**src/rtl/core/adcod_pkg.sv**
```systemverilog
// ----------------------------------------------------------------------------
// adcod_pkg
// Shared widths, mode codes and the per-item step record of the converter
// sample decimator.
// ----------------------------------------------------------------------------
package adcod_pkg;

  // field and state widths
  localparam int SAMPLE_W   = 10;
  localparam int RESULT_W   = 16;
  localparam int MODE_W     = 5;
  localparam int ACC_W      = 22;
  localparam int CNT_W      = 13;
  localparam int TDATA_IN_W  = 16;
  localparam int TDATA_OUT_W = 16;
  localparam int OVS_SHIFT_W = 3;

  // default converter resolution
  localparam int SAMPLE_BITS_DEF = 10;

  // resolution mode codes
  localparam logic [MODE_W-1:0] MODE_DIRECT_MIN = 5'd8;
  localparam logic [MODE_W-1:0] MODE_DIRECT_MAX = 5'd10;
  localparam logic [MODE_W-1:0] MODE_OVS_MIN    = 5'd11;
  localparam logic [MODE_W-1:0] MODE_OVS_MAX    = 5'd16;
  localparam logic [MODE_W-1:0] MODE_RESET      = 5'd10;
  localparam logic [MODE_W-1:0] MODE_OVS_BASE   = 5'd10;

  // full oversampling count for the deepest mode (4^6)
  localparam logic [CNT_W-1:0] CNT_MAX = 13'd4096;

  // outcome of one item: result and next accumulator state
  typedef struct packed {
    logic                emit;
    logic                upd;
    logic [RESULT_W-1:0] result;
    logic [ACC_W-1:0]    acc;
    logic [CNT_W-1:0]    cnt;
  } adcod_step_t;

endpackage

```
**src/rtl/core/adcod_step.sv**
```systemverilog
// ----------------------------------------------------------------------------
// adcod_step
// Combinational work for one sample: direct shift or oversampling
// accumulate, emit on the trigger sample and clear.
// ----------------------------------------------------------------------------
module adcod_step
  import adcod_pkg::*;
#(
  parameter int SAMPLE_BITS = SAMPLE_BITS_DEF
) (
  input  logic [SAMPLE_W-1:0] sample,
  input  logic [MODE_W-1:0]   mode,
  input  logic [ACC_W-1:0]    acc,
  input  logic [CNT_W-1:0]    cnt,
  output adcod_step_t         step
);

  localparam logic [RESULT_W-1:0] SMASK = RESULT_W'((1 << SAMPLE_BITS) - 1);
  localparam logic [MODE_W-1:0]   SB    = MODE_W'(SAMPLE_BITS);

  logic [RESULT_W-1:0]    s_ext;
  logic [RESULT_W-1:0]    direct_val;
  logic [OVS_SHIFT_W-1:0] n;
  logic [CNT_W-1:0]       target;
  logic                   is_direct;
  logic                   is_ovs;

  // sample limited to the converter width
  assign s_ext = RESULT_W'(sample) & SMASK;

  assign is_direct = (mode >= MODE_DIRECT_MIN) && (mode <= MODE_DIRECT_MAX);
  assign is_ovs    = (mode >= MODE_OVS_MIN) && (mode <= MODE_OVS_MAX);

  // direct modes: align sample to the requested width
  always_comb begin
    if (mode <= SB) begin
      direct_val = s_ext >> (SB - mode);
    end else begin
      direct_val = s_ext << (mode - SB);
    end
  end

  // oversampling depth and sample target 4^n
  assign n      = OVS_SHIFT_W'(mode - MODE_OVS_BASE);
  assign target = CNT_W'(1) << {n, 1'b0};

  // select outcome
  always_comb begin
    step.emit   = 1'b0;
    step.upd    = 1'b0;
    step.result = direct_val;
    step.acc    = acc;
    step.cnt    = cnt;
    if (is_direct) begin
      step.emit = 1'b1;
    end else if (is_ovs) begin
      step.upd = 1'b1;
      if (cnt < target) begin
        step.acc = acc + ACC_W'(s_ext);
        step.cnt = cnt + CNT_W'(1);
      end else begin
        // trigger sample is dropped, sum is reported and cleared
        step.emit   = 1'b1;
        step.result = RESULT_W'(acc >> n);
        step.acc    = '0;
        step.cnt    = '0;
      end
    end
  end

endmodule

```
**src/rtl/core/adc_oversampling_decimator.sv**
```systemverilog
// ----------------------------------------------------------------------------
// adc_oversampling_decimator
// Converter sample stream to selectable-resolution result stream, with
// direct shift modes and 4^n oversampling with decimation.
// ----------------------------------------------------------------------------
//  channel  dir  handshake              payload
//  in_      in   in_tvalid/in_tready    in_tdata[9:0]   sample
//  out_     out  out_tvalid/out_tready  out_tdata[15:0] result_value
//  cfg_     in   cfg_wr_en              cfg_wr_data[4:0] resolution_bits
//
//  One item per cycle sustained unless a result is stalled; a sample reaches
//  out_tdata through the input register (at acceptance), then the result register.
//  Accumulating samples and mode values 0-7, 17-31 give no result.
//  Reset clears the accumulator, the count and sets the mode to 10.
//  A stalled result holds the result register; the input register then
//  holds one item and in_tready drops once both registers are full.
// ----------------------------------------------------------------------------
module adc_oversampling_decimator
  import adcod_pkg::*;
#(
  parameter int SAMPLE_BITS = SAMPLE_BITS_DEF
) (
  input  logic                   clk,
  input  logic                   rst_n,
  input  logic                   in_tvalid,
  output logic                   in_tready,
  input  logic [TDATA_IN_W-1:0]  in_tdata,    // [9:0] sample
  output logic                   out_tvalid,
  input  logic                   out_tready,
  output logic [TDATA_OUT_W-1:0] out_tdata,   // [15:0] result_value
  input  logic                   cfg_wr_en,
  input  logic [MODE_W-1:0]      cfg_wr_data
);

  logic                   s1_valid_r;
  logic [SAMPLE_W-1:0]    s1_sample_r;
  logic                   s1_adv;
  logic                   out_valid_r;
  logic                   out_valid_nxt;
  logic [RESULT_W-1:0]    out_data_r;
  logic [MODE_W-1:0]      mode_r;
  logic [ACC_W-1:0]       acc_r;
  logic [CNT_W-1:0]       cnt_r;
  adcod_step_t            step;

  // stage advance and input ready
  assign s1_adv    = s1_valid_r && (!out_valid_r || out_tready);
  assign in_tready = !s1_valid_r || s1_adv;

  // configuration register
  always_ff @(posedge clk) begin
    if (!rst_n) begin
      mode_r <= MODE_RESET;
    end else if (cfg_wr_en) begin
      mode_r <= cfg_wr_data;
    end
  end

  // input register
  always_ff @(posedge clk) begin
    if (!rst_n) begin
      s1_valid_r <= 1'b0;
    end else if (in_tready) begin
      s1_valid_r <= in_tvalid;
    end
  end

  always_ff @(posedge clk) begin
    if (in_tready && in_tvalid) begin
      s1_sample_r <= in_tdata[SAMPLE_W-1:0];
    end
  end

  // per-item datapath
  adcod_step #(
    .SAMPLE_BITS(SAMPLE_BITS)
  ) u_step (
    .sample(s1_sample_r),
    .mode  (mode_r),
    .acc   (acc_r),
    .cnt   (cnt_r),
    .step  (step)
  );

  // accumulator state
  always_ff @(posedge clk) begin
    if (!rst_n) begin
      acc_r <= '0;
      cnt_r <= '0;
    end else if (s1_adv && step.upd) begin
      acc_r <= step.acc;
      cnt_r <= step.cnt;
    end
  end

  // result register
  always_comb begin
    out_valid_nxt = out_valid_r && !out_tready;
    if (s1_adv && step.emit) begin
      out_valid_nxt = 1'b1;
    end
  end

  always_ff @(posedge clk) begin
    if (!rst_n) begin
      out_valid_r <= 1'b0;
    end else begin
      out_valid_r <= out_valid_nxt;
    end
  end

  always_ff @(posedge clk) begin
    if (s1_adv && step.emit) begin
      out_data_r <= step.result;
    end
  end

  assign out_tvalid = out_valid_r;
  assign out_tdata  = out_data_r;

  // checks
  a_cnt_bound: assert property (@(posedge clk) disable iff (!rst_n)
    cnt_r <= CNT_MAX)
    else $error("sample count beyond full oversampling depth");

  a_cnt_zero_acc: assert property (@(posedge clk) disable iff (!rst_n)
    (cnt_r == '0) |-> (acc_r == '0))
    else $error("accumulator not clear with empty count");

  a_direct_emits: assert property (@(posedge clk) disable iff (!rst_n)
    (s1_adv && (mode_r >= MODE_DIRECT_MIN) && (mode_r <= MODE_DIRECT_MAX))
    |=> out_valid_r)
    else $error("direct mode item produced no result");

  a_direct_keeps_state: assert property (@(posedge clk) disable iff (!rst_n)
    (s1_adv && (mode_r >= MODE_DIRECT_MIN) && (mode_r <= MODE_DIRECT_MAX))
    |=> ($stable(acc_r) && $stable(cnt_r)))
    else $error("direct mode item changed accumulator state");

endmodule
```
**config.mk**
```make
export PLATFORM = sky130hd
export DESIGN_NAME = adc_oversampling_decimator
export DESIGN_NICKNAME = d
export VERILOG_FILES = /design/src/rtl/core/adcod_pkg.sv /design/src/rtl/core/adcod_step.sv /design/src/rtl/core/adc_oversampling_decimator.sv
export SDC_FILE = /design/constraint.sdc
export NUM_CORES = 1
export LEC_CHECK = 0
export BUFFER_PORTS_ARGS = -buffer_cell sky130_fd_sc_hd__buf_4
export CORE_UTILIZATION = 25
export CTS_BUF_LIST = sky130_fd_sc_hd__clkbuf_4
export DETAILED_ROUTE_END_ITERATION = 16
export PLACE_DENSITY = 0.4
export SLEW_MARGIN = 40
export SYNTH_ARGS = -nofsm -noshare
export SYNTH_HDL_FRONTEND = slang
export SYNTH_SLANG_ARGS = --single-unit
```
**constraint.sdc**
```tcl
create_clock -name clk -period 4.3 [get_ports clk]
set_clock_uncertainty 0.2 [all_clocks]
set_input_delay 0.43 -clock clk [delete_from_list [all_inputs] [get_ports clk]]
set_output_delay 0.43 -clock clk [all_outputs]
set_load 0.02 [all_outputs]
```
Word-level counts from Yosys, hierarchy flattened
Cells that the tools add are included.

storage, ports and cells
  output and inout port bits = 18
  input bits = 26
  word-level logic and storage cells = 42
  flip-flop bits (word level) = 68

operators by class
  reductions and logical operators = 13
  mux-type cells = 8
  order comparisons = 5
  add/sub/neg operators = 4
  shift-type cells = 4
  bitwise operators = 1

operators by type and width
  cell                                                                                 count
  53-bit 2-to-1 mux                                                                    1
  52-bit 2-to-1 mux                                                                    1
  35-bit 2-to-1 mux                                                                    1
  16-bit 2-to-1 mux                                                                    2
  22-bit by 10-bit adder with 22-bit output                                            1
  22-bit by 3-bit right shift with 16-bit output                                       1
  10-bit by 5-bit << shifter with 16-bit output                                        1
  10-bit by 5-bit right shift with 16-bit output                                       1
  13-bit by 1-bit adder with 13-bit output, second input constant                      1
  13-bit less-than comparator                                                          1
  1-bit by 4-bit << shifter with 13-bit output, first input constant                   1
  5-bit by 4-bit greater-or-equal comparator with 1-bit output, second input constant  2
  1-bit logical AND                                                                    7
  5-bit by 4-bit less-or-equal comparator with 1-bit output, second input constant     1
  5-bit less-or-equal comparator, second input constant                                1
  4-bit by 5-bit subtractor with 5-bit output, first input constant                    1
  5-bit by 4-bit subtractor with 5-bit output, second input constant                   1
  1-bit logical NOT                                                                    3
  1-bit 2-to-1 mux                                                                     3
  3-bit AND reduction                                                                  1
  1-bit logical OR                                                                     2
  1-bit inverter                                                                       1

Logic depth before layout (Yosys ltp)
Gate-level depths: netlist (run 1).

  depth in word-level cells = 8
  depth in mapped cells = 15
  gate-level depth less buffers = 10

Cells and area by module
From an unflattened synthesis (run 1), not the netlist that was laid out.

second synthesis, totals
  cell total of the unflattened synthesis = 639
  area total of the unflattened synthesis = 5,823.1 µm²

by module, submodules not included
  module                      area an instance (µm²)  cells an instance  times used  seq. area each (µm²)
  adcod_step                  3,314.4                 433                1           0.0
  adc_oversampling_decimator  2,508.7                 206                1           1,621.6

Worst setup path before layout (run 1)
Ideal clock, no wire load.

  path type = flip-flop to flip-flop
  from = reg mode_r[1]
  to = reg out_data_r[0] (netlist: out_tdata[0]), enable pin
  cell stages (with the launch flop) = 14
  library setup time = 0.394 ns
  required time = 3.706 ns
  arrival = 4.070 ns
  period minus slack after synthesis = 4.664 ns
  path slack = -0.364 ns
  buffers on the path = 4
  cell sequence = dfxtp_1 -> inv_1 -> buf_1 -> clkbuf_1 -> ha_1 -> buf_1 -> clkbuf_1 -> nand2_1 -> ha_1 -> a211oi_1 -> o211a_1 -> a211oi_4 -> o21bai_1 -> a21oi_1

on the way
  cells in the longest elaborated chain, start to end = 7
  elaborated cells between the ends (all ways) = 13
  those cells by class = add/sub (1); order compare (5); shift (1); mux (3); reduce/logical (3)

RTL lines
  item                                          RTL line                           RTL
  start: declaration                            adc_oversampling_decimator.sv:41   logic [MODE_W-1:0] mode_r;
  start signal: assignment                      adc_oversampling_decimator.sv:55   mode_r <= cfg_wr_data;
  5-bit by 4-bit subtractor with 5-bit output   n/a
  1-bit by 4-bit << shifter with 13-bit output  adcod_step.sv:45                   assign target = CNT_W'(1) << {n, 1'b0};
  13-bit less-than comparator                   adcod_step.sv:58                   if (cnt < target) begin
  1-bit 2-to-1 mux                              adcod_step.sv:58
  53-bit 2-to-1 mux                             adcod_step.sv:56                   end else if (is_ovs) begin
  1-bit 2-to-1 mux *                            adcod_step.sv:54                   if (is_direct) begin
  1-bit logical AND *                           adc_oversampling_decimator.sv:113  if (s1_adv && step.emit) begin
  end signal: assignment                        adc_oversampling_decimator.sv:114  out_data_r <= step.result;
  end: declaration                              adc_oversampling_decimator.sv:40   logic [RESULT_W-1:0] out_data_r;

Mark *: on every way between the ends. The rest lies on a longest branch, timed or not.
A chain may end at the register's enable or synchronous reset.

==> qor.csv, run 1 <==
metric,value,unit
status,finished clean,
Clock Sinks,68,
#FFs+latches synth,68,
clock-pin slew on the worst setup and hold paths,130,ps
Max transition margin,52.0,%
CP Capture Type,flop,
Core ar.,0.0197,sq mm
Post-Route WL,14800,um
FILL cells,2118,
Core Rows,51,
CP Capture Point,out_tdata[14]$_DFFE_PP_,
HPWL after DPL,11100,um
vias,4386,
Slew Limit Fails,0,
first-pass iteration count of the detailed router,4,
H-tree depth,3,
layout overhead on the synthesized area,17.4,%
CP arrival,3790,ps
total grt overflow,0,
register area,0.00162,sq mm
NumNets Final,653,
clock tree buffer depth,2,
"most common cell after layout, fill and taps aside",mux2i_1,
# setup viols final,0,
IO Port Bufs,37,
Setup CP Type,reg2reg,
Peak VDD IR,121,uV
Via density,5.02,
final worst-path cycle share,85.8,%
FF-to-FF path depth,11,
r2r endpoint,out_tdata[14]$_DFFE_PP_,
crit path launch,mode_r[2]$_SDFFE_PN0P_,
DR WL/cell,17.0,um
proportion of layout cells with a drive suffix above 1,15.3,%
Tightest Pin Transition,717,ps
Final min period,3690,ps
maxcap violations,0,
GRT Total Usage,15.0,%
register area share after synthesis,31.8,%
Cells after Synth,559,
pwr dens,280,mW/mm^2
Synth area leaders,"dfxtp_1, edfxtp_1, mux2i_1",
vias in the first global route,4291,
Antenna Nets Post-Route,0,
first-pass GRT wire length,23400,um
Die Area,0.0209,sq mm
largest net degree at the start of global routing,43,
yosys warns,0,
ys flop type,dfxtp_1,
die width,145,um
worst-skew pair later-pin latency,480,ps
Post-Syn Area,0.00509,sq mm
Post-Syn Nets,611,
Num CTS Buffers,9,
Worst EP required,4400,ps
number of remaining DRC errors,0,
"Avg Cell Area, Syn",9.11,sq um
Leak,2.30,nW
DIE HEIGHT,145,um
area of the multi-input gates,0.00328,sq mm
Placer Congestion,0.878,
RSZ-0062 raised after global routing,false,
f_max,271,MHz
Initial Util,25.8,%
Startpoint Class,flop,
cell taking the most area after synthesis,dfxtp_1,
worst r2r src,mode_r[2]$_SDFFE_PN0P_,
root buf cell,clkbuf_4,
CTS tree,done,
I/O pin count,44,
Reg2Reg Setup Slack,610,ps
Min-Delay Path Class,in2reg,
hold path start,cfg_wr_en,
1st-iter DRT viols,278,
initial antenna violation count,1,
share of the synthesized area in the top cell type,16.5,%
Final Hold Viols,0,
minimum hold slack,47.8,ps
Setup TNS,0,ps
crit path max fanout,8,
Post-synth EDFFs,26,
share of flip-flops with an asynchronous set or reset,0,%
Netlist cell types,64,
most frequent cells in the layout,"mux2i_1, nand2_1, nor2_1",
## worst min path at each step
stage               depth (start not counted)                     end
floorplan                                   2   acc_r[9]$_SDFFE_PN0P_
global placement                            2   acc_r[9]$_SDFFE_PN0P_
detailed placement                          2   acc_r[9]$_SDFFE_PN0P_
CTS                                         3  mode_r[3]$_SDFFE_PN1P_
global route                                3  mode_r[3]$_SDFFE_PN1P_
finish                                      3  mode_r[3]$_SDFFE_PN1P_
## metrics by stage
| stage | std cells | power, mW | utilization, % | setup slack [ps] | instance area [sq um] |
|---|---|---|---|---|---|
| 2_1_floorplan | 559 | 1.03 | - | 52.8 | 5100 |
| 5_1_grt | 872 | 1.76 | 30.3 | 349 | 5980 |
| 4_1_cts | 871 | 1.70 | 30.3 | 590 | 5970 |
| 6_report | 873 | 1.67 | 30.3 | 610 | 5980 |
| 3_3_place_gp | 838 | 1.16 | 28.5 | 438 | 5630 |
| 3_5_place_dp | 838 | 1.15 | 28.6 | 651 | 5640 |
## cell families (layout without fill, tap and decap cells)
kind of cell	count (synthesis)	after routing	share of synthesized area, %
AO/OA/AOI/OAI	139	139	18.7
adder cells (fa/ha/maj)	26	26	6.54
XOR/XNOR	27	27	4.64
other	0	2	0
multiplexers	69	69	15.5
buffers and inverters	45	92	4.03
flip-flops	68	68	31.8
AND/OR/NAND/NOR	185	185	18.7
## registers in the layout (all words and copies together) (netlist names)
register	cells
out_tvalid	1
mode_r	5
acc_r	22
out_tdata	16
cnt_r	13
s1_sample_r	10
s1_valid_r	1
## routing by layer
metal / share of wire, % / vias to the layer above / global-route usage, %
met1: 48 / 2132 / 19.6
met2: 47 / 78 / 24.5
li1: - / 2151 / -
met5: 0 / - / 0
met3: 2.8 / 25 / 2.34
met4: 2.6 / 0 / 6.65
## where the power goes
part / switching [mW] / internal, mW
sequential: 0.0246 / 0.697
combinational: 0.255 / 0.179
clock: 0.279 / 0.239
## final cells by class
type / instances / share of cell area, %
Sequential cell: 68 / 27.1
Tap cell: 265 / 5.55
Antenna cell: 2 / 0.0837
Inverter: 12 / 0.753
Timing Repair Buffer: 64 / 8.75
Clock buffer: 9 / 1.13
Clock inverter: 7 / 1.65
Multi-Input combinational cell: 446 / 54.9
## critical path: stages, from the launching register on
cell	delay, ps
dfxtp_1	490
inv_1	130
ha_1	400
nand2_1	90
ha_1	290
a211oi_1	460
o211a_1	270
a211oi_4	50
buf_4	190
o21bai_1	400
nand3b_1	270
o22ai_1	270
## what timing repair did
| action | CTS | global route |
|---|---|---|
| resized for setup | 0 | 0 |
| endpoints found under the setup margin | 0 | 0 |
| hold buffers | 17 | 0 |
| setup buffers | 0 | 0 |
| hold endpoints to repair | 16 | 0 |
## cells in the mapped netlist, drive strengths merged (6+ instances only)
master / n
and3: 7
xnor2: 13
edfxtp: 26
nand2b: 9
ha: 25
o22ai: 6
buf: 19
nor2b: 22
mux4: 7
a21o: 7
inv: 12
o221ai: 6
a211oi: 13
o211ai: 9
a22oi: 16
nand4: 6
clkbuf: 14
a21oi: 33
dfxtp: 42
xor2: 14
mux2i: 54
mux2: 8
nor2: 49
o21ai: 23
nand2: 52
nand3: 12
Note: power is estimated with default switching activity, not from simulation.
==> inputs of run 2 (changes only) <==
--- a/config.mk
+++ b/config.mk
@@ -5,12 +5,12 @@
 export SDC_FILE = /design/constraint.sdc
 export NUM_CORES = 1
 export LEC_CHECK = 0
+export ABC_AREA = 1
 export BUFFER_PORTS_ARGS = -buffer_cell sky130_fd_sc_hd__buf_4
 export CORE_UTILIZATION = 25
 export CTS_BUF_LIST = sky130_fd_sc_hd__clkbuf_4
 export DETAILED_ROUTE_END_ITERATION = 16
 export PLACE_DENSITY = 0.4
-export SLEW_MARGIN = 40
 export SYNTH_ARGS = -nofsm -noshare
 export SYNTH_HDL_FRONTEND = slang
 export SYNTH_SLANG_ARGS = --single-unit
==> run 2 against run 1 <==
Against the previous run:
- non-clock buffer count shrank 6
- power shrank 1.2%
- critical path depth grew 4
- hold slack gained 7.4 ps
- via count grew 22%
- clock power shrank 13%
- sequential share of layout area shrank 1.3 points
- cell area grew 5.0%
- register-to-register slack gained 220 ps
- wire length grew 14%
- core utilization shrank 0.75 points
- critical path type unchanged
- largest cell class unchanged
- largest power group unchanged
==> qor.csv, run 2 <==
metric,value,unit,change
status,finished clean,,
Final Hold Viols,0,,unchanged
Crit path largest cell delay,600,ps,+110 ps
Initial Util,25.8,%,-0.060 points
worst-skew pair later-pin latency,460,ps,-20 ps
DR top layer,met4,,
"most common cell after layout, fill and taps aside",nand2_1,,
post-cts sizing count,0,,unchanged
most frequent cells in the layout,"nand2_1, inv_1, nand3_1",,
#FFs+latches synth,68,,unchanged
Clock Sinks,68,,unchanged
Max transition margin,58.6,%,+6.6 points
met2 wire length,7330,um,+5.5%
Post-Syn Nets,934,,+53%
share of flip-flops with an asynchronous set or reset,0,%,unchanged
minimum hold slack,55.2,ps,+7.36 ps
Core ar.,0.0212,sq mm,+7.6%
maxcap violations,0,,unchanged
metal3 WL,414,um,+0.98%
DR WL/cell,14.1,um,-17%
register area,0.00162,sq mm,unchanged
GRT Total Usage,16.1,%,+1.0 points
placed instance count,1172,,+40%
Placer Congestion,0.856,,-2.6%
Cells after Synth,882,,+58%
root buf cell,clkbuf_4,,
die width,150,um,+3.6%
Die Area,0.0225,sq mm,+7.3%
Final min period,3470,ps,-222 ps
yosys warns,0,,unchanged
met1 WL,8910,um,+26%
1st-iter DRT viols,416,,+50%
Netlist cell types,43,,-33%
synth cell count leaders,"nand2_1, inv_1, nand3_1",,
Post-Syn Area,0.00547,sq mm,+7.4%
Antenna Nets Post-Route,0,,unchanged
RSZ-0062 raised after global routing,false,,
Min-Delay Path Class,in2reg,,
# setup viols final,0,,unchanged
HPWL after DPL,13100,um,+18%
Slew Limit Fails,0,,unchanged
Synth area leaders,"nand2_1, dfxtp_1, edfxtp_1",,
total grt overflow,0,,unchanged
initial antenna violation count,1,,unchanged
cell taking the most area after synthesis,nand2_1,,
fin cells,1203,,+38%
Via density,4.46,,-11%
FF-to-FF path depth,15,,+4
"Avg Cell Area, Syn",6.20,sq um,-32%
NumNets Final,974,,+49%
largest net degree at the start of global routing,37,,-14%
DIE HEIGHT,150,um,+3.6%
f_max,288,MHz,+6.4%
CP Capture Type,flop,,
crit path max fanout,35,,+27
"count leader, synth",nand2_1,,
proportion of layout cells with a drive suffix above 1,9.06,%,-6.3 points
share of the synthesized area in the top cell type,22.4,%,+5.9 points
Post-CTS Setup Repair Bufs,0,,unchanged
FILL cells,2441,,+15%
hold depth,3,,unchanged
Tightest Pin Transition,620,ps,-96.9 ps
slowest CP cell,dfxtp_2,,
area of the multi-input gates,0.00330,sq mm,+0.53%
Startpoint Class,flop,,
register area share after synthesis,29.7,%,-2.2 points
I/O pin count,44,,unchanged
Leak,2.95,nW,+29%
CP arrival,3510,ps,-280 ps
layout overhead on the synthesized area,14.8,%,
Worst EP required,4340,ps,-60 ps
first-pass GRT wire length,27500,um,+18%
Core Rows,53,,+3.9%
IO Port Bufs,37,,unchanged
vias,5367,,+22%
Setup TNS,0,ps,unchanged
Num CTS Buffers,9,,unchanged
most frequent CP cell,nand2_1,,
CTS tree,done,,
Post-Route WL,16900,um,+14%
max reg flops,22,,unchanged
Post-synth EDFFs,26,,unchanged
ys flop type,dfxtp_1,,
Biggest register,acc_r,,
H-tree depth,3,,unchanged
number of remaining DRC errors,0,,unchanged
clock tree buffer depth,2,,unchanged
first-pass iteration count of the detailed router,5,,+1
Setup CP Type,reg2reg,,
final worst-path cycle share,80.7,%,-5.2 points
worst path cell trace,buf_4 -> ha_1 -> nand2_1 -> ha_1 -> nand2_1 -> nand2_1 -> nand2_1 -> nand2_1 -> a21oi_1 -> nand2_2 -> nand3_1 -> inv_2 -> nand2_1 -> nand2_1 -> inv_1,,
Peak VDD IR,96.7,uV,-20%
clock-pin slew on the worst setup and hold paths,130,ps,about the same
pwr dens,263,mW/mm^2,-5.8%
vias in the first global route,5117,,+19%
-- run 2: cells by family (layout without fill, tap and decap cells) --
| logic type | count (synthesis) | in the layout | share of synthesized area [%] |
|---|---|---|---|
| other | 0 | 1 | 0 |
| xor gates and xnor gates | 13 | 13 | 2.08 |
| AOI/OAI and AO/OA | 98 | 98 | 9.75 |
| DFF | 68 | 68 | 29.7 |
| adders and majority gates | 26 | 26 | 6.09 |
| buffers and inverters | 133 | 178 | 9.95 |
| and+or+nand+nor | 539 | 539 | 41.6 |
| muxes | 5 | 5 | 0.915 |
-- run 2: worst max-delay path, delay by kind of cell (launching register included) --
family,cells,cell delay (ps)
simple gates,9,1050
buf+inv,3,800
flops,1,600
fa+ha+maj,2,510
compound gates,1,70
-- run 2: layout make-up --
class | instances | share of cell area [%]
Multi-Input combinational cell | 681 | 52.6
Inverter | 104 | 6.34
Clock inverter | 5 | 0.837
Clock buffer | 11 | 1.32
Tap cell | 275 | 5.48
Timing Repair Buffer | 58 | 7.50
Antenna cell | 1 | 0.0399
Sequential cell | 68 | 25.9
-- run 2: what timing repair did --
action | in CTS | in global routing
endpoints found under the setup margin | 0 | 0
hold buffers | 14 | 0
endpoints found under the hold margin | 13 | 0
-- run 2: stage by stage --
step	power, mW	area, sq um	utilization, %	worst slack, ps
6_report	1.65	6270	29.6	832
4_1_cts	1.68	6270	29.6	790
3_3_place_gp	1.21	6000	28.3	799
3_5_place_dp	1.21	6000	28.3	814
5_1_grt	1.77	6270	29.6	505
2_1_floorplan	1.06	5470	-	538
-- run 2: power by group --
group	leakage (nW)	total (mW)	internal, mW	switching (mW)
Clock	0.0783	0.452	0.188	0.265
Sequential	0.596	0.722	0.699	0.0225
Combinational	2.28	0.479	0.157	0.322
Total	2.95	1.65	1.04	0.610
-- run 2: path summary, 6_finish.rpt --
kind	startpoint	endpoint	slack, ps
worst max-delay path	mode_r[0]$_SDFFE_PN0P_	out_tdata[6]$_DFFE_PP_	830
worst min register to register	acc_r[0]$_SDFFE_PN0P_	acc_r[0]$_SDFFE_PN0P_	300
worst min-delay path	cfg_wr_data[4]	mode_r[4]$_SDFFE_PN0P_	60
worst max register to register	mode_r[0]$_SDFFE_PN0P_	out_tdata[6]$_DFFE_PP_	830
-- run 2: layer usage --
layer | vias to the layer above | global-route usage [%]
met1 | 2353 | 22.4
met4 | 0 | 6.11
li1 | 2920 | -
met3 | 19 | 2.13
met5 | - | 0
met2 | 75 | 25.0
